===== config.mk =====
export PLATFORM = sky130hd
export DESIGN_NAME = slot_pool_allocator_flat
export DESIGN_NICKNAME = d
export VERILOG_FILES = /design/src/design/spa_pkg.sv /design/src/design/spa_chan_if.sv /design/src/design/spa_link_mem.sv /design/src/design/slot_pool_allocator.sv /design/src/flat_wrapper.sv
export SDC_FILE = /design/constraint.sdc
export NUM_CORES = 1
export LEC_CHECK = 0
export ABC_AREA = 1
export BUFFER_PORTS_ARGS = -buffer_cell sky130_fd_sc_hd__buf_2
export CAP_MARGIN = 20
export CELL_PAD_IN_SITES_DETAIL_PLACEMENT = 1
export CELL_PAD_IN_SITES_GLOBAL_PLACEMENT = 1
export CORE_MARGIN = 2
export CORE_UTILIZATION = 53
export DETAILED_ROUTE_END_ITERATION = 10
export PLACE_DENSITY_LB_ADDON = 0.1
export SYNTH_ARGS = -nofsm -noshare
export SYNTH_HDL_FRONTEND = slang
export SYNTH_SLANG_ARGS = --single-unit

===== constraint.sdc =====
create_clock -name clk -period 7 [get_ports clk]
set_clock_uncertainty 0.15 [all_clocks]
set_input_delay 0.35 -clock clk [delete_from_list [all_inputs] [get_ports clk]]
set_output_delay 0.35 -clock clk [all_outputs]
set_load 0.02 [all_outputs]

===== src/design/spa_pkg.sv =====
package spa_pkg;

  // pool size and field widths
  localparam int SLOTS_DEFAULT = 32;
  localparam int SLOT_W        = 5;
  localparam int STATUS_W      = 2;
  localparam int CFG_W         = 6;
  localparam int MAX_POOL      = 32;

  // request kinds
  localparam logic KIND_ALLOC   = 1'b0;
  localparam logic KIND_RELEASE = 1'b1;

  // result status codes
  localparam logic [STATUS_W-1:0] STATUS_DONE       = 2'd0;
  localparam logic [STATUS_W-1:0] STATUS_EXHAUSTED  = 2'd1;
  localparam logic [STATUS_W-1:0] STATUS_NOT_ACTIVE = 2'd2;

endpackage


===== src/design/spa_chan_if.sv =====
// request channel: allocate or release one slot
interface spa_req_if;
  logic                       valid;
  logic                       ready;
  logic                       kind;
  logic [spa_pkg::SLOT_W-1:0] slot;

  modport source (output valid, output kind, output slot, input ready);
  modport sink   (input valid, input kind, input slot, output ready);
endinterface

// result channel: status and granted slot
interface spa_rsp_if;
  logic                         valid;
  logic                         ready;
  logic [spa_pkg::STATUS_W-1:0] status;
  logic [spa_pkg::SLOT_W-1:0]   granted_slot;

  modport source (output valid, output status, output granted_slot, input ready);
  modport sink   (input valid, input status, input granted_slot, output ready);
endinterface


===== src/design/spa_link_mem.sv =====
// next-link store: one write port, one read port, registered read data
module spa_link_mem #(
  parameter int DEPTH = spa_pkg::MAX_POOL,
  parameter int AW    = $clog2(DEPTH)
) (
  input  logic          clk,
  input  logic          we,
  input  logic [AW-1:0] waddr,
  input  logic [AW-1:0] wdata,
  input  logic [AW-1:0] raddr,
  output logic [AW-1:0] rdata
);

  logic [AW-1:0] mem [DEPTH];

  always_ff @(posedge clk) begin
    if (we) begin
      mem[waddr] <= wdata;
    end
  end

  always_ff @(posedge clk) begin
    rdata <= mem[raddr];
  end

endmodule


===== src/design/slot_pool_allocator.sv =====
// Slot pool allocator.
// A request word on req carries kind (allocate / release) and, for a release,
// the slot number. Each request yields exactly one result word on rsp with a
// status and, for a successful allocate, the granted slot (zero otherwise).
// Requests are handled one at a time; req.ready is high only while the block
// is idle. The link store is a one-read one-write memory with registered
// read data.
// States a request passes through, from its acceptance to its result word:
// allocate goes through S_ALLOC, then S_DONE (straight to S_DONE if exhausted);
// release goes through S_WALK, one active-list entry per step, then S_TAIL and
// S_DONE; a refused release goes to S_DONE from S_IDLE or from S_WALK.
// Reset and every write to cfg_data rebuild the pool: the link store is
// swept one entry per cycle for the configured slot count while no request
// is taken. The result register decouples rsp: a new request is accepted
// while a result still waits, and a finished item holds until the result
// register frees up when the receiver stalls.
module slot_pool_allocator #(
  parameter int SLOTS = spa_pkg::SLOTS_DEFAULT
) (
  input  logic                      clk,
  input  logic                      rst,
  input  logic                      cfg_we,
  input  logic [spa_pkg::CFG_W-1:0] cfg_data,
  spa_req_if.sink                   req,
  spa_rsp_if.source                 rsp
);

  localparam int DEPTH = (SLOTS < spa_pkg::MAX_POOL) ? SLOTS : spa_pkg::MAX_POOL;
  localparam int LW    = $clog2(DEPTH);
  localparam int SW    = $clog2(SLOTS + 1);
  localparam logic [LW-1:0]             LAST_IDX  = LW'(DEPTH - 1);
  localparam logic [spa_pkg::CFG_W-1:0] DEPTH_CFG = spa_pkg::CFG_W'(DEPTH);
  localparam logic [SW-1:0]             STEP_LAST = SW'(SLOTS - 1);

  // sequencer states
  localparam logic [2:0] S_INIT  = 3'd0;
  localparam logic [2:0] S_IDLE  = 3'd1;
  localparam logic [2:0] S_ALLOC = 3'd2;
  localparam logic [2:0] S_WALK  = 3'd3;
  localparam logic [2:0] S_TAIL  = 3'd4;
  localparam logic [2:0] S_DONE  = 3'd5;

  logic [2:0]    state;
  logic [LW-1:0] n_last;
  logic [LW-1:0] init_idx;
  logic [LW-1:0] free_first;
  logic [LW-1:0] free_last;
  logic [LW-1:0] active_first;
  logic          active_nonempty;
  logic [LW-1:0] cur;
  logic [LW-1:0] prev;
  logic          has_prev;
  logic [SW-1:0] steps;
  logic [LW-1:0] target;
  logic [spa_pkg::STATUS_W-1:0] res_status;
  logic [spa_pkg::SLOT_W-1:0]   res_slot;

  logic          mem_we;
  logic [LW-1:0] mem_waddr;
  logic [LW-1:0] mem_wdata;
  logic [LW-1:0] mem_raddr;
  logic [LW-1:0] mem_rdata;

  logic [spa_pkg::CFG_W-1:0] cfg_clamped;
  logic [LW-1:0]             cfg_last;
  logic                      slot_in_pool;
  logic                      found;
  logic                      at_end;
  logic                      rsp_load;

  // clamp the configured count into [2, DEPTH]
  always_comb begin
    if (cfg_data < spa_pkg::CFG_W'(2)) begin
      cfg_clamped = spa_pkg::CFG_W'(2);
    end else if (cfg_data > DEPTH_CFG) begin
      cfg_clamped = DEPTH_CFG;
    end else begin
      cfg_clamped = cfg_data;
    end
  end
  assign cfg_last = LW'(cfg_clamped - spa_pkg::CFG_W'(1));

  assign slot_in_pool = {1'b0, req.slot} < DEPTH_CFG;
  assign found        = (cur == target);
  assign at_end       = (mem_rdata == cur);

  assign req.ready = (state == S_IDLE);

  // finished item moves into the result register once it is free
  assign rsp_load = !cfg_we && (state == S_DONE) && (!rsp.valid || rsp.ready);

  // link store port control
  always_comb begin
    mem_we    = 1'b0;
    mem_waddr = '0;
    mem_wdata = '0;
    mem_raddr = '0;
    case (state)
      S_INIT: begin
        mem_we    = 1'b1;
        mem_waddr = init_idx;
        mem_wdata = (init_idx == n_last) ? init_idx : init_idx + LW'(1);
      end
      S_IDLE: begin
        mem_raddr = (req.kind == spa_pkg::KIND_RELEASE) ? active_first : free_first;
      end
      S_ALLOC: begin
        mem_we    = 1'b1;
        mem_waddr = free_first;
        mem_wdata = active_nonempty ? active_first : free_first;
      end
      S_WALK: begin
        // follow the link read this cycle; unlink from predecessor when found
        mem_raddr = mem_rdata;
        mem_we    = found && has_prev;
        mem_waddr = prev;
        mem_wdata = at_end ? prev : mem_rdata;
      end
      S_TAIL: begin
        mem_we    = 1'b1;
        mem_waddr = free_last;
        mem_wdata = target;
      end
      default: begin
        mem_we = 1'b0;
      end
    endcase
  end

  spa_link_mem #(
    .DEPTH (DEPTH),
    .AW    (LW)
  ) u_link_mem (
    .clk   (clk),
    .we    (mem_we),
    .waddr (mem_waddr),
    .wdata (mem_wdata),
    .raddr (mem_raddr),
    .rdata (mem_rdata)
  );

  // result register
  always_ff @(posedge clk) begin
    if (rst) begin
      rsp.valid <= 1'b0;
    end else if (rsp_load) begin
      rsp.valid        <= 1'b1;
      rsp.status       <= res_status;
      rsp.granted_slot <= res_slot;
    end else if (rsp.ready) begin
      rsp.valid <= 1'b0;
    end
  end

  // sequencer and list heads
  always_ff @(posedge clk) begin
    if (rst) begin
      state           <= S_INIT;
      n_last          <= LAST_IDX;
      init_idx        <= '0;
      free_first      <= '0;
      free_last       <= LAST_IDX;
      active_first    <= '0;
      active_nonempty <= 1'b0;
      cur             <= '0;
      prev            <= '0;
      has_prev        <= 1'b0;
      steps           <= '0;
    end else begin
      if (cfg_we) begin
        // rebuild the pool
        state           <= S_INIT;
        n_last          <= cfg_last;
        init_idx        <= '0;
        free_first      <= '0;
        free_last       <= cfg_last;
        active_first    <= '0;
        active_nonempty <= 1'b0;
      end else begin
        case (state)
          S_INIT: begin
            init_idx <= init_idx + LW'(1);
            if (init_idx == n_last) begin
              state <= S_IDLE;
            end
          end

          S_IDLE: begin
            if (req.valid) begin
              res_slot <= '0;
              if (req.kind == spa_pkg::KIND_ALLOC) begin
                if (free_first == free_last) begin
                  res_status <= spa_pkg::STATUS_EXHAUSTED;
                  state      <= S_DONE;
                end else begin
                  res_status <= spa_pkg::STATUS_DONE;
                  state      <= S_ALLOC;
                end
              end else if (active_nonempty && slot_in_pool) begin
                res_status <= spa_pkg::STATUS_DONE;
                cur        <= active_first;
                has_prev   <= 1'b0;
                steps      <= '0;
                target     <= LW'(req.slot);
                state      <= S_WALK;
              end else begin
                res_status <= spa_pkg::STATUS_NOT_ACTIVE;
                state      <= S_DONE;
              end
            end
          end

          S_ALLOC: begin
            // pop free head, push onto active list
            free_first      <= mem_rdata;
            active_first    <= free_first;
            active_nonempty <= 1'b1;
            res_slot        <= spa_pkg::SLOT_W'(free_first);
            state           <= S_DONE;
          end

          S_WALK: begin
            if (found) begin
              if (!has_prev) begin
                if (at_end) begin
                  active_nonempty <= 1'b0;
                end else begin
                  active_first <= mem_rdata;
                end
              end
              state <= S_TAIL;
            end else if (at_end || steps == STEP_LAST) begin
              res_status <= spa_pkg::STATUS_NOT_ACTIVE;
              state      <= S_DONE;
            end else begin
              prev     <= cur;
              has_prev <= 1'b1;
              cur      <= mem_rdata;
              steps    <= steps + SW'(1);
            end
          end

          S_TAIL: begin
            // released slot becomes the free tail
            free_last <= target;
            state     <= S_DONE;
          end

          S_DONE: begin
            if (rsp_load) begin
              state <= S_IDLE;
            end
          end

          default: begin
            state <= S_INIT;
          end
        endcase
      end
    end
  end

endmodule


===== src/flat_wrapper.sv =====
// flat-port wrapper written by rule: the top's interface ports become plain ports
module slot_pool_allocator_flat 
#(
  parameter int SLOTS = spa_pkg::SLOTS_DEFAULT
)
  (clk, rst, cfg_we, cfg_data, req_valid, req_kind, req_slot, req_ready, rsp_valid, rsp_status, rsp_granted_slot, rsp_ready);
  spa_req_if req_i ();
  spa_rsp_if rsp_i ();
  input  logic clk;
  input  logic rst;
  input  logic cfg_we;
  input  logic [spa_pkg::CFG_W-1:0] cfg_data;
  input wire logic [$bits(req_i.valid)-1:0] req_valid;
  input wire logic [$bits(req_i.kind)-1:0] req_kind;
  input wire logic [$bits(req_i.slot)-1:0] req_slot;
  output wire logic [$bits(req_i.ready)-1:0] req_ready;
  output wire logic [$bits(rsp_i.valid)-1:0] rsp_valid;
  output wire logic [$bits(rsp_i.status)-1:0] rsp_status;
  output wire logic [$bits(rsp_i.granted_slot)-1:0] rsp_granted_slot;
  input wire logic [$bits(rsp_i.ready)-1:0] rsp_ready;
  assign req_i.valid = req_valid;
  assign req_i.kind = req_kind;
  assign req_i.slot = req_slot;
  assign req_ready = req_i.ready;
  assign rsp_valid = rsp_i.valid;
  assign rsp_status = rsp_i.status;
  assign rsp_granted_slot = rsp_i.granted_slot;
  assign rsp_i.ready = rsp_ready;
  slot_pool_allocator #(.SLOTS(SLOTS)) u_core (.clk(clk), .rst(rst), .cfg_we(cfg_we), .cfg_data(cfg_data), .req(req_i), .rsp(rsp_i));
endmodule

* Yosys cells after proc, flatten, opt, wreduce, memory -nomap -nowiden
Memories as Yosys holds them, arrays and structs flattened. A register that Yosys moved wholly into a read port is not among the register bits.
Index checks and enable logic that the tools add are counted.
** Operators by class
- Magnitude comparators :: 2
- Equal/unequal tests :: 23
- Bitwise logic cells :: 4
- Multiplexer cells :: 60
- Reduce and logical (&&, ||, !) cells :: 25
- Add/sub/neg operators :: 3
** Operators with widths (number)
- 5-bit 2-to-1 mux :: 17
- 5-bit case mux with 2 select lines :: 4
- 5-bit case mux with 4 select lines :: 2
- 6-bit 2-to-1 mux :: 5
- 3-bit 2-to-1 mux :: 8
- 5-bit == test :: 4
- 4-bit AND reduction :: 5
- 3-bit case mux with 5 select lines :: 1
- 1-bit 2-to-1 mux :: 13
- 2-bit by 1-bit inequality test with 1-bit output, second input constant :: 6
- 2-bit inequality test, second input constant :: 6
- 6-bit case mux with 2 select lines :: 1
- 6-bit AND reduction :: 2
- 2-bit 2-to-1 mux :: 5
- 2-bit nonzero test :: 5
- 7-bit AND reduction :: 1
- 6-bit by 1-bit adder with 6-bit output, second input constant :: 1
- 3-bit by 2-bit == test with 1-bit output, second input constant :: 2
- 3-bit == test, second input constant :: 2
- 6-bit by 5-bit == test with 1-bit output, second input constant :: 1
- 6-bit > comparator, second input constant :: 1
- 6-bit by 2-bit less-than comparator with 1-bit output, second input constant :: 1
- 1-bit case mux with 2 select lines :: 3
- 5-bit by 1-bit adder with 5-bit output, second input constant :: 1
- 12 further kinds :: 20
** Storage, ports and cells
- Memories kept :: 1
- Input bits :: 17
- Logic and storage cells :: 135
- Flip-flop bits (word level) :: 66
- Bits in writable memories :: 160
- Output and inout bits :: 9
** Memory list
- u_core.u_link_mem.mem :: depth 32, bits a word 5, read ports 1, clocked after memory_dff 1, wr ports 1, line spa_link_mem.sv:14 : logic [AW-1:0] mem [DEPTH];

* Longest topological paths before layout
Gate-level depths: netlist of run 1.
- Depth in word-level cells :: 5
- Mapped depth :: 15

* Hierarchy
From an unflattened synthesis of run 1, not the netlist that was laid out.
** Second synthesis, totals
- Cell total of the unflattened synthesis :: 1140
- Area, all modules :: 10528.8 um^2
** Modules (own cells, without submodules)
- spa_link_mem :: area an instance 6796.5 um^2, instances 1, cells each 595
- slot_pool_allocator :: area an instance 3732.3 um^2, instances 1, cells each 545

* Worst setup path before layout of run 1
OpenSTA, ideal clock, no wires.
- Path kind :: register to register
- Start point :: register u_core.state[1]
- End point :: memory u_core.u_link_mem.mem[0][0] (netlist name), data pin
- Data arrival time :: 1.610 ns
- Data required time :: 6.363 ns
- Setup time :: 0.487 ns
- Period minus slack after synthesis :: 2.247 ns
- Path slack :: 4.753 ns
- Cell stages (with the launch flop) :: 10
- Cells stage by stage :: dfxtp_1 > buf_6 > inv_2 > nor2_4 > nand3_2 > buf_6 > buf_2 > nand2_1 > o21ai_0 > nand4_1
** On the way
- Word-level cells in the longest chain between the ends :: 2
- Elaborated cells between the ends (all ways) :: 5
** Ends and longest elaborated chain
- start, declared :: line slot_pool_allocator.sv:43 : logic [2:0] state;
- start signal, assigned :: line slot_pool_allocator.sv:158 : state <= S_INIT;
- start signal, assigned :: line slot_pool_allocator.sv:172 : state <= S_INIT;
- start signal, assigned :: line slot_pool_allocator.sv:184 : state <= S_IDLE;
- 3-bit == test (tied with other cells) :: line slot_pool_allocator.sv:98 : case (state)
- 5-bit case mux with 4 select lines (*) :: line slot_pool_allocator.sv:98
- named net u_core.mem_wdata[0] :: line slot_pool_allocator.sv:60 : logic [LW-1:0] mem_wdata;
- end, declared :: line spa_link_mem.sv:14
The timed path passes the listed nets; every way through them passes the cells marked *.

* Worst setup path after layout of run 1
- Start point :: register u_core.state[1]
- End point :: register u_core.u_link_mem.rdata[0] (read register of u_core.u_link_mem.mem)
** On the way
- Word-level cells in the longest chain between the ends :: 2
- Elaborated cells between the ends (all ways) :: 3
** Ends and longest elaborated chain
- 3-bit by 2-bit == test with 1-bit output or 3-bit by 1-bit == test with 1-bit output (tied branches) :: line slot_pool_allocator.sv:98
- 5-bit case mux with 2 select lines (*) :: line slot_pool_allocator.sv:98
- end, declared :: line spa_link_mem.sv:11 : output logic [AW-1:0] rdata
Mark *: on every way between the ends. The rest lies on a longest branch, timed or not.
A chain may end at the register's enable or synchronous reset.

==> results.sh, run 1 <==
export IMPL_antenna_found_initial=1
export IMPL_critPathSlowestCell="nand2_4"
export IMPL_p_sw_mw=0.671
export IMPL_gp_congestion=0.909
export IMPL_switching_share_pct=23.1
export IMPL_dp_hpwl_mm=21.2
export IMPL_cts_sink_count=231
export IMPL_p_comb_share_pct=5.9
export IMPL_antenna_left=0
export IMPL_hp_class="in2reg"
export IMPL_core_um2=20200
export IMPL_ff2ff_path_depth=13
export IMPL_num_vias=8570
export IMPL_p_per_area_nw_per_um2=242
export IMPL_drcViolationCount=0
export IMPL_slew_violations=0
export IMPL_io_pins=26
export IMPL_cts_root_buffer="clkbuf_16"
export IMPL_relSlewSlack_pct=37.3
export IMPL_status="finished, final reports clean"
export IMPL_period_needed_ns=3.86
export IMPL_syn_num_nets=1226
export IMPL_whs_endpoint="u_core.steps[5]"
export IMPL_r2r_start="u_core.state[1]"
export IMPL_fillers=2349
export IMPL_hold_viol_final=0
export IMPL_intPower_mw=2.24
export IMPL_grt_pass1_vias=8943
export IMPL_fin_crit_sh_pct=55.2
export IMPL_drive_gt1_share_pct=7.92
export IMPL_rows=52
export IMPL_clock_power_share_pct=41.4
export IMPL_fp_dieW_um=148
export IMPL_cp_max_fo=80
export IMPL_cts_resized_gates=0
export IMPL_synth_warnings=0
export IMPL_final_cell_mix="268 x nand2_1, 197 x nand3_1, 179 x edfxtp_1"
export IMPL_crit_required_ns=7.32
export IMPL_dpl_instance_area_um2=11200
export IMPL_tightestPinTransition_ns=0.941
export IMPL_hold_depth=2
export IMPL_cts_tree="built"
export IMPL_final_area_um2=12000
export IMPL_cp_slowest_stage_delay_ns=0.75
export IMPL_seq_power_share_pct=52.8
export IMPL_use_met2_pct=49.5
export IMPL_syn_area_um2=11000
export IMPL_grt_pass1_wl_mm=49.9
export IMPL_cp_start_kind="flop"
export IMPL_grt_max_degree=82
export IMPL_drt_iter0_drc=654
export IMPL_cp_top_family="simple AND/OR/NAND/NOR gates"
export IMPL_rsz0062_at_grt="false"
export IMPL_grt_use_met1_pct=39.6
export IMPL_areaGrowthSynthToFinish_pct=9.64
export IMPL_drtPass1Iterations=5
export IMPL_clk_pin_slew_ns=0.06
export IMPL_synthCells=1206
export IMPL_path_common_cell="nand2_1"
export IMPL_r2r_end="u_core.u_link_mem.rdata[0]"
export IMPL_ir_drop_mv=0.224
export IMPL_gr_max_usage_layer="met2"
export IMPL_clk_path_buf_depth=3
export IMPL_yosysSeqAreaShare_pct=58.6
export IMPL_wirelength_mm=31.8
export IMPL_synth_avg_cell_area_um2=9.09
export IMPL_use_met3_pct=4.07
export IMPL_port_buffers=25
export IMPL_clock_fmax_mhz=259
export IMPL_nets=1241
export IMPL_layout_commonest_cell="nand2_1"
export IMPL_clk_latency_ns=0.53
export IMPL_cts_buffers=24
export IMPL_synth_seq_cells=231
export IMPL_path_cells="inv_2 > nor2_4 > nand3_2 > buf_4 > nand2_4 > nand2_1 > nand2_1 > nand2_1 > nand3_1 > nand3_1 > nand2_1 > nand2_1 > nand2_1"
export IMPL_r2r_slack_ns=3.14
export IMPL_end_kind="flop"
export IMPL_fp_dieH_um=148
export IMPL_yosysUniqueCellTypes=40
export IMPL_grt_usage_pct=29.7
export IMPL_wl_per_cell_um=21.1
export IMPL_crit_buf_inv=2
export IMPL_finalSetupTns_ns=0
export IMPL_hp_start="rst"
export IMPL_grt_overflow=0
export IMPL_path_class="reg2reg"
export IMPL_leakagePower_nw=4.93
export IMPL_dieArea_um2=21800
export IMPL_arrival_ns=4.19
export IMPL_setup_viol_count_final=0
export IMPL_start_util_pct=54.1
export IMPL_viasPerCell=5.68
export IMPL_cts_max_level=1
export IMPL_startpoint="u_core.state[1]"
export IMPL_drv_cap=0
cell type report:
cell class / count / area, um2 / share of cell area [%]
clock buffer: 35 / 693 / 5.77
sequential: 231 / 6420 / 53.4
inverter: 155 / 587 / 4.88
timing repair buffer: 43 / 278 / 2.31
antenna: 1 / 2.50 / 0.0208
clock inverter: 8 / 33.8 / 0.281
multi-input combinational: 766 / 3660 / 30.5
tap: 270 / 338 / 2.81
per-layer routing:
metal	up-vias	wire [um]
met5	-	0
met4	0	1010
met3	76	2010
met2	306	15300
met1	4164	13500
li1	4024	-
cell usage after synthesis:
cell type    n  area, um2
o2111ai_2    1       15.0
o21ai_0     51        255
nand3_1    197        986
nand3b_1    22        165
nand2_1    268       1010
nor3_4       1       16.3
a22oi_1      1       7.51
buf_4        5       37.5
edfxtp_1   179       5380
o22ai_1      5       31.3
ha_1         3       37.5
buf_6        5       56.3
nand4_1      5       31.3
inv_2        5       18.8
nor3_2       2       20.0
xnor2_1      5       43.8
nand2_4      2       22.5
and2_1       1       6.26
nor2_1     123        462
o21ai_1      3       15.0
nand3_4      1       17.5
inv_4        2       12.5
clkbuf_1    10       37.5
nor2_2       5       31.3
buf_2       33        165
o211ai_1     3       22.5
clkinv_1     1       3.75
clkbuf_2     1       5.00
nor2_8       1       20.0
inv_1      147        552
dfxtp_1     52       1040
nor3_1       4       20.0
nand2_2      2       12.5
nand3_2      4       40.0
a21oi_1     34        170
a211oi_1     2       15.0
nor2_4       1       11.3
nor4_4       1       21.3
a31oi_1      3       18.8
xor2_1      15        131
cells by family (layout without fill, tap and decap cells):
kind of cell	count (synthesis)	after routing	share of synthesized area [%]
compound gates	103	103	5.02
xor+xnor	20	20	1.60
fa+ha+maj	3	3	0.343
buf+inv	209	241	8.11
flops	231	231	58.6
other cells	0	1	0
simple gates	640	640	26.4
power groups by stage:
| stage | sequential (mW) | clock (mW) | combinational (mW) |
|---|---|---|---|
| 3_5_place_dp | 1.56 | 0 | 0.165 |
| 2_1_floorplan | 1.55 | 0 | 0.0958 |
| 4_1_cts | 1.53 | 1.21 | 0.169 |
| 3_3_place_gp | 1.56 | 0 | 0.161 |
| 5_1_grt | 1.54 | 1.26 | 0.186 |
| 6_report | 1.53 | 1.20 | 0.171 |
registers in the layout (all words and copies together), names as in the netlist, 2 cells and up:
name                     count
u_core.u_link_mem.rdata      5
u_core.n_last                5
u_core.steps                 6
u_core.free_first            5
u_core.state                 3
u_core.active_first          5
u_core.res_slot              5
u_core.free_last             5
u_core.cur                   5
u_core.target                5
u_core.init_idx              5
u_core.prev                  5
u_core.u_link_mem.mem      160
u_core.rsp.status            2
u_core.rsp.granted_slot      5
u_core.res_status            2
how the worst max path moves through the flow:
| stage | end | depth (start not counted) |
|---|---|---|
| after CTS | u_core.u_link_mem.rdata[4] | 13 |
| after floorplan | u_core.u_link_mem.mem[0][0] | 9 |
| after global placement | u_core.u_link_mem.rdata[0] | 13 |
| after global routing | u_core.u_link_mem.rdata[0] | 13 |
| after detailed placement | u_core.u_link_mem.rdata[0] | 12 |
| final | u_core.u_link_mem.rdata[0] | 13 |
what timing repair did:
action                                  in CTS  in global routing
endpoints found under the hold margin        7                  0
endpoints found under the setup margin       0                  0
hold buffers                                 7                  0
buffers inserted                             0                  0
metrics by stage:
stage | total power [mW] | hold slack (ns) | util [%] | instances | worst slack [ns]
finish | 2.91 | 0.0223 | 59.4 | 1509 | 3.14
global route | 2.98 | 0.0399 | 59.4 | 1508 | 2.86
CTS | 2.91 | 0.0302 | 59.4 | 1508 | 3.16
detailed placement | 1.73 | 0.257 | 55.4 | 1458 | 3.22
global placement | 1.72 | 0.261 | 55.4 | 1457 | 3.28
floorplan | 1.65 | 0.250 | - | 1206 | 4.75
(Power assumes the default switching activity.)
==> run 2, diff against run 1 <==
--- a/config.mk
+++ b/config.mk
@@ -11,7 +11,7 @@
 export CELL_PAD_IN_SITES_DETAIL_PLACEMENT = 1
 export CELL_PAD_IN_SITES_GLOBAL_PLACEMENT = 1
 export CORE_MARGIN = 2
-export CORE_UTILIZATION = 53
+export CORE_UTILIZATION = 44
 export DETAILED_ROUTE_END_ITERATION = 10
 export PLACE_DENSITY_LB_ADDON = 0.1
 export SYNTH_ARGS = -nofsm -noshare
==> constraint.sdc (replaced) <==
create_clock -name clk -period 3.55 [get_ports clk]
set_clock_uncertainty 0.15 [all_clocks]
set_input_delay 0.1775 -clock clk [delete_from_list [all_inputs] [get_ports clk]]
set_output_delay 0.1775 -clock clk [all_outputs]
set_load 0.02 [all_outputs]
==> run 2 against run 1 <==
Sequential power up 97%. Final area up 3.0%. Via count down 1.0%. Die area rose by 20%. Critical path depth decreased by 7. First-iteration DRC count fell by 3.4%. Largest power group unchanged. Highest routed layer unchanged.
==> results.sh, run 2 (synthesis results as in run 1) <==
export IMPL_status="finished, final reports clean"
export IMPL_fillers=2842
export IMPL_gp_congestion=0.947
export IMPL_hp_class="in2reg"
export IMPL_core_um2=24400
export IMPL_r2r_end="u_core.u_link_mem.mem[24][2]"
export IMPL_antenna_found_initial=0
export IMPL_drv_cap=0
export IMPL_dp_hpwl_mm=21.5
export IMPL_intPower_mw=4.80
export IMPL_cts_setup_buffers=0
export IMPL_hold_viol_final=0
export IMPL_leakagePower_nw=5.08
export IMPL_finalWorstSetupSlack_ns=0.457
export IMPL_grt_usage_pct=25.4
export IMPL_diodes=0
export IMPL_crit_required_ns=3.57
export IMPL_regMostFlops="u_core.u_link_mem.mem"
export IMPL_period_needed_ns=3.09
export IMPL_dieArea_um2=26200
export IMPL_setup_viol_count_final=0
export IMPL_nets=1256
export IMPL_layout_commonest_cell="nand2_1"
export IMPL_wl_per_cell_um=20.6
export IMPL_clock_power_share_pct=45.7
export IMPL_tightestPinTransition_ns=0.933
export IMPL_grt_pass1_wl_mm=50.9
export IMPL_post_route_util_pct=50.7
export IMPL_path_cells="nand3_4 > inv_4 > nand2_1 > o21ai_1 > o2111ai_2 > nor2_1"
export IMPL_clock_fmax_mhz=323
export IMPL_cp_max_fo=18
export IMPL_arrival_ns=3.12
export IMPL_num_vias=8484
export IMPL_cp_slowest_stage_delay_ns=0.61
export IMPL_drtPass1Iterations=5
export IMPL_finalSetupTns_ns=0
export IMPL_clk_latency_ns=0.54
export IMPL_final_cell_mix="268 x nand2_1, 197 x nand3_1, 179 x edfxtp_1"
export IMPL_p_per_area_nw_per_um2=500
export IMPL_fin_crit_sh_pct=87.1
export IMPL_dpl_instance_area_um2=11300
export IMPL_hp_start="cfg_data[3]"
export IMPL_cts_resized_gates=0
export IMPL_areaGrowthSynthToFinish_pct=12.9
export IMPL_rows=57
export IMPL_path_class="reg2reg"
export IMPL_grt_overflow=0
export IMPL_antenna_left=0
export IMPL_drt_iter0_drc=632
export IMPL_drcViolationCount=0
export IMPL_clk_path_buf_depth=3
export IMPL_critPathSlowestCell="dfxtp_1"
export IMPL_relSlewSlack_pct=37.8
export IMPL_clk_pin_slew_ns=0.07
export IMPL_drive_gt1_share_pct=9.24
export IMPL_io_pins=26
export IMPL_viasPerCell=5.37
export IMPL_whs_endpoint="u_core.free_last[3]"
export IMPL_hold_buffers=14
export IMPL_grt_pass1_vias=8714
export IMPL_end_kind="flop"
export IMPL_p_comb_share_pct=5.4
export IMPL_fp_dieW_um=162
export IMPL_ir_drop_mv=0.365
export IMPL_cp_start_kind="flop"
export IMPL_fin_hold_ws_ns=0.0338
export IMPL_pre_cts_slack_ns=0.533
export IMPL_largest_register_ffs=160
export IMPL_wirelength_mm=32.5
export IMPL_start_util_pct=44.9
export IMPL_hold_depth=6
export IMPL_fp_dieH_um=162
export IMPL_ff2ff_path_depth=6
export IMPL_switching_share_pct=22.4
export IMPL_cts_max_level=1
export IMPL_rsz0062_at_grt="false"
export IMPL_seq_power_share_pct=48.9
export IMPL_final_area_um2=12400
export IMPL_grt_max_degree=84
export IMPL_cts_sink_count=231
export IMPL_top_regs="u_core.u_link_mem.mem (160), u_core.steps (6)"
export IMPL_port_buffers=25
export IMPL_cts_buffers=25
export IMPL_r2r_start="u_core.state[1]"
export IMPL_r2r_slack_ns=0.46
export IMPL_cts_root_buffer="clkbuf_16"
export IMPL_p_sw_mw=1.38
export IMPL_cts_tree="built"
export IMPL_slew_violations=0
## run 2: cell types whose count changed in the layout (fill, tap and decap cells not counted), moves of 2 or more
cell           before  now
clkinv_1            6    4
buf_4              11   17
clkinv_2            3    7
clkbuf_1            7    1
clkbuf_8            3    0
clkinvlp_4          0    2
dlygate4sd3_1       7   14
bufinv_16           0    6
## run 2: routing by layer
metal / GRT usage (%) / share of wire [%] / vias up
met2: 40.5 / 46 / 210
met1: 36.5 / 47 / 4155
met4: 7.32 / 2.5 / 0
met5: 0 / 0 / -
met3: 3.19 / 5.2 / 58
li1: - / - / 4061
## run 2: worst max-delay path by stage
stage / from / to / slack, ns / cells past startpoint
detailed placement: u_core.state[1] / u_core.u_link_mem.mem[24][2] / 0.53 / 6
global route: u_core.state[1] / u_core.u_link_mem.mem[0][2] / 0.29 / 6
global placement: u_core.state[1] / u_core.u_link_mem.mem[19][3] / 0.57 / 6
CTS: u_core.state[1] / u_core.u_link_mem.mem[19][0] / 0.51 / 6
finish: u_core.state[1] / u_core.u_link_mem.mem[24][2] / 0.46 / 6
floorplan: u_core.state[1] / u_core.u_link_mem.mem[0][0] / 1.30 / 9
## run 2: worst max-delay path, delay by kind of cell, from the launching register on
family	cells	cell delay, ns
buffers and inverters	1	0.23
and+or+nand+nor	3	0.89
AOI/OAI and AO/OA	2	0.84
DFF	1	0.61
## run 2: power groups by stage
stage / clock network, mW / logic (mW) / registers, mW
final: 2.83 / 0.332 / 3.02
after global routing: 2.97 / 0.369 / 3.02
after CTS: 2.87 / 0.336 / 3.02
after global placement: 0 / 0.316 / 3.08
after detailed placement: 0 / 0.322 / 3.08
after floorplan: 0 / 0.189 / 3.06
## run 2: per-stage QoR
step,power (mW),std cells
2_1_floorplan,3.25,1206
3_3_place_gp,3.39,1519
3_5_place_dp,3.40,1519
4_1_cts,6.22,1579
5_1_grt,6.36,1579
6_report,6.18,1579
## run 2: cell type report
type	instances	area, um2	share of cell area [%]
Tap cell	324	405	3.28
Clock buffer	26	629	5.09
Multi-Input combinational cell	766	3660	29.6
Sequential cell	231	6420	51.9
Timing Repair Buffer	57	413	3.34
Clock inverter	20	259	2.09
Inverter	155	587	4.74
==> run 3, diff against run 2 <==
--- a/config.mk
+++ b/config.mk
@@ -6,13 +6,13 @@
 export NUM_CORES = 1
 export LEC_CHECK = 0
 export ABC_AREA = 1
-export BUFFER_PORTS_ARGS = -buffer_cell sky130_fd_sc_hd__buf_2
 export CAP_MARGIN = 20
 export CELL_PAD_IN_SITES_DETAIL_PLACEMENT = 1
 export CELL_PAD_IN_SITES_GLOBAL_PLACEMENT = 1
 export CORE_MARGIN = 2
-export CORE_UTILIZATION = 44
+export CORE_UTILIZATION = 45
 export DETAILED_ROUTE_END_ITERATION = 10
+export DONT_BUFFER_PORTS = 1
 export PLACE_DENSITY_LB_ADDON = 0.1
 export SYNTH_ARGS = -nofsm -noshare
 export SYNTH_HDL_FRONTEND = slang
==> constraint.sdc (replaced) <==
create_clock -name clk -period 3.55 [get_ports clk]
set_clock_uncertainty 0.15 [all_clocks]
set_input_delay 0.71 -clock clk [delete_from_list [all_inputs] [get_ports clk]]
set_output_delay 0.71 -clock clk [all_outputs]
set_load 0.02 [all_outputs]
==> run 3 against run 2 <==
Total power down 3.6%. Via count is 3.2% lower. Clock power is 7.1% lower. Global-route usage down 0.62 points. Worst setup slack better by 0.014 ns. Fmax up 0.45%. Final area fell by 2.3%.
==> results.sh, run 3 (synthesis results as in run 1) <==
export IMPL_status="finished, final reports clean"
export IMPL_viasPerCell=5.33
export IMPL_cp_top_family="compound AO/OA/AOI/OAI gates"
export IMPL_wl_per_cell_um=20.4
export IMPL_multi_input_area_um2=3660
export IMPL_path_class="reg2reg"
export IMPL_finalSetupTns_ns=0
export IMPL_fp_dieW_um=160
export IMPL_drcViolationCount=0
export IMPL_arrival_ns=3.10
export IMPL_wl_met2_mm=16.2
export IMPL_num_vias=8215
export IMPL_fillers=2861
export IMPL_cp_start_kind="flop"
export IMPL_cts_sink_count=231
export IMPL_start_util_pct=45.5
export IMPL_post_route_util_pct=50.1
export IMPL_critPathSlowestCell="dfxtp_1"
export IMPL_clk_latency_ns=0.53
export IMPL_cts_max_level=1
export IMPL_drtPass1Iterations=5
export IMPL_drive_gt1_share_pct=7.31
export IMPL_dieArea_um2=25600
export IMPL_cp_max_fo=18
export IMPL_hold_viol_final=0
export IMPL_ir_drop_mv=0.334
export IMPL_drv_cap=0
export IMPL_antenna_found_initial=0
export IMPL_drt_iter0_drc=509
export IMPL_fin_crit_sh_pct=86.7
export IMPL_gp_congestion=0.921
export IMPL_setup_viol_count_final=0
export IMPL_grt_usage_pct=24.7
export IMPL_core_um2=24100
export IMPL_wirelength_mm=31.5
export IMPL_leakagePower_nw=4.91
export IMPL_diodes=0
export IMPL_period_needed_ns=3.08
export IMPL_layout_cells_non_filler=1542
export IMPL_cp_slowest_stage_delay_ns=0.60
export IMPL_rows=57
export IMPL_grt_max_degree=84
export IMPL_port_buffers=0
export IMPL_hp_class="in2reg"
export IMPL_crit_required_ns=3.57
export IMPL_slew_violations=0
export IMPL_areaGrowthSynthToFinish_pct=10.3
export IMPL_layout_commonest_cell="nand2_1"
export IMPL_io_pins=26
export IMPL_wl_met1_mm=13.4
export IMPL_cts_setup_buffers=0
export IMPL_path_cells="nand3_4 > inv_4 > nand2_1 > o21ai_1 > o2111ai_2 > nor2_1"
export IMPL_grt_overflow=0
export IMPL_p_total_mw=5.96
export IMPL_fp_dieH_um=160
export IMPL_p_per_area_nw_per_um2=493
export IMPL_final_cell_mix="268 x nand2_1, 197 x nand3_1, 179 x edfxtp_1"
export IMPL_dp_hpwl_mm=21.3
export IMPL_crit_buf_inv=1
export IMPL_regMostFlops="u_core.u_link_mem.mem"
export IMPL_cts_tree="built"
export IMPL_end_kind="flop"
export IMPL_hold_buffers=0
export IMPL_top_regs="u_core.u_link_mem.mem (160), u_core.steps (6)"
export IMPL_dp_cells=1496
export IMPL_nets=1219
export IMPL_tightestPinTransition_ns=0.842
export IMPL_clk_pin_slew_ns=0.06
export IMPL_antenna_left=0
export IMPL_grt_pass1_vias=8590
export IMPL_route_met3_wl_mm=1.21
export IMPL_largest_register_ffs=160
export IMPL_rsz0062_at_grt="false"
export IMPL_cts_resized_gates=0
export IMPL_cts_root_buffer="clkbuf_16"
export IMPL_highest_layer="met4"
export IMPL_cts_buffers=25
export IMPL_grt_pass1_wl_mm=49.0
export IMPL_clock_fmax_mhz=325
export IMPL_relSlewSlack_pct=43.9
export IMPL_seq_area_um2=6420
export IMPL_clk_path_buf_depth=3
==> run 3: cell types whose count changed in the layout (fill, tap and decap cells not counted), moves of 2 or more <==
cell	delta
clkbuf_4	+2
dlygate4sd3_1	-14
clkbuf_1	+4
clkinvlp_4	-2
clkbuf_8	+2
bufinv_16	-4
clkinv_2	-3
buf_2	-25
clkbuf_16	+2
==> run 3: area by class of cell <==
type,count,share of cell area (%)
repair buffers,20,1.45
clock inverters,10,0.828
well taps,324,3.35
inverters,155,4.86
clock buffers,36,6.10
multi-input cells,766,30.3
flip-flops and latches,231,53.1
==> run 3: metrics by stage <==
step	hold slack, ns	worst slack [ns]	instance area (um2)
2_1_floorplan	0.250	1.30	11000
3_3_place_gp	0.261	0.594	11200
3_5_place_dp	0.256	0.479	11200
4_1_cts	0.0788	0.461	12100
5_1_grt	0.0772	0.261	12100
6_report	0.0973	0.470	12100
==> run 3: worst paths after layout <==
kind,start,to,slack (ns),cells after the start
hold / removal,rst,u_core.has_prev,0.1,1
hold reg to reg,u_core.res_slot[2],u_core.rsp.granted_slot[2],0.27,0
setup / recovery,u_core.state[1],u_core.u_link_mem.mem[24][2],0.47,6
setup reg to reg,u_core.state[1],u_core.u_link_mem.mem[24][2],0.47,6
==> run 3: power breakdown <==
part	internal, mW	total, mW	switching, mW
sequential	2.98	3.03	0.0480
clock	1.59	2.63	1.04
combinational	0.0814	0.305	0.224
==> run 3: routing by layer <==
metal  GRT usage [%]  vias to the layer above
met5               0                        -
met4            6.84                        0
li1                -                     3989
met2            45.3                      156
met1            31.0                     4016
met3            2.83                       54
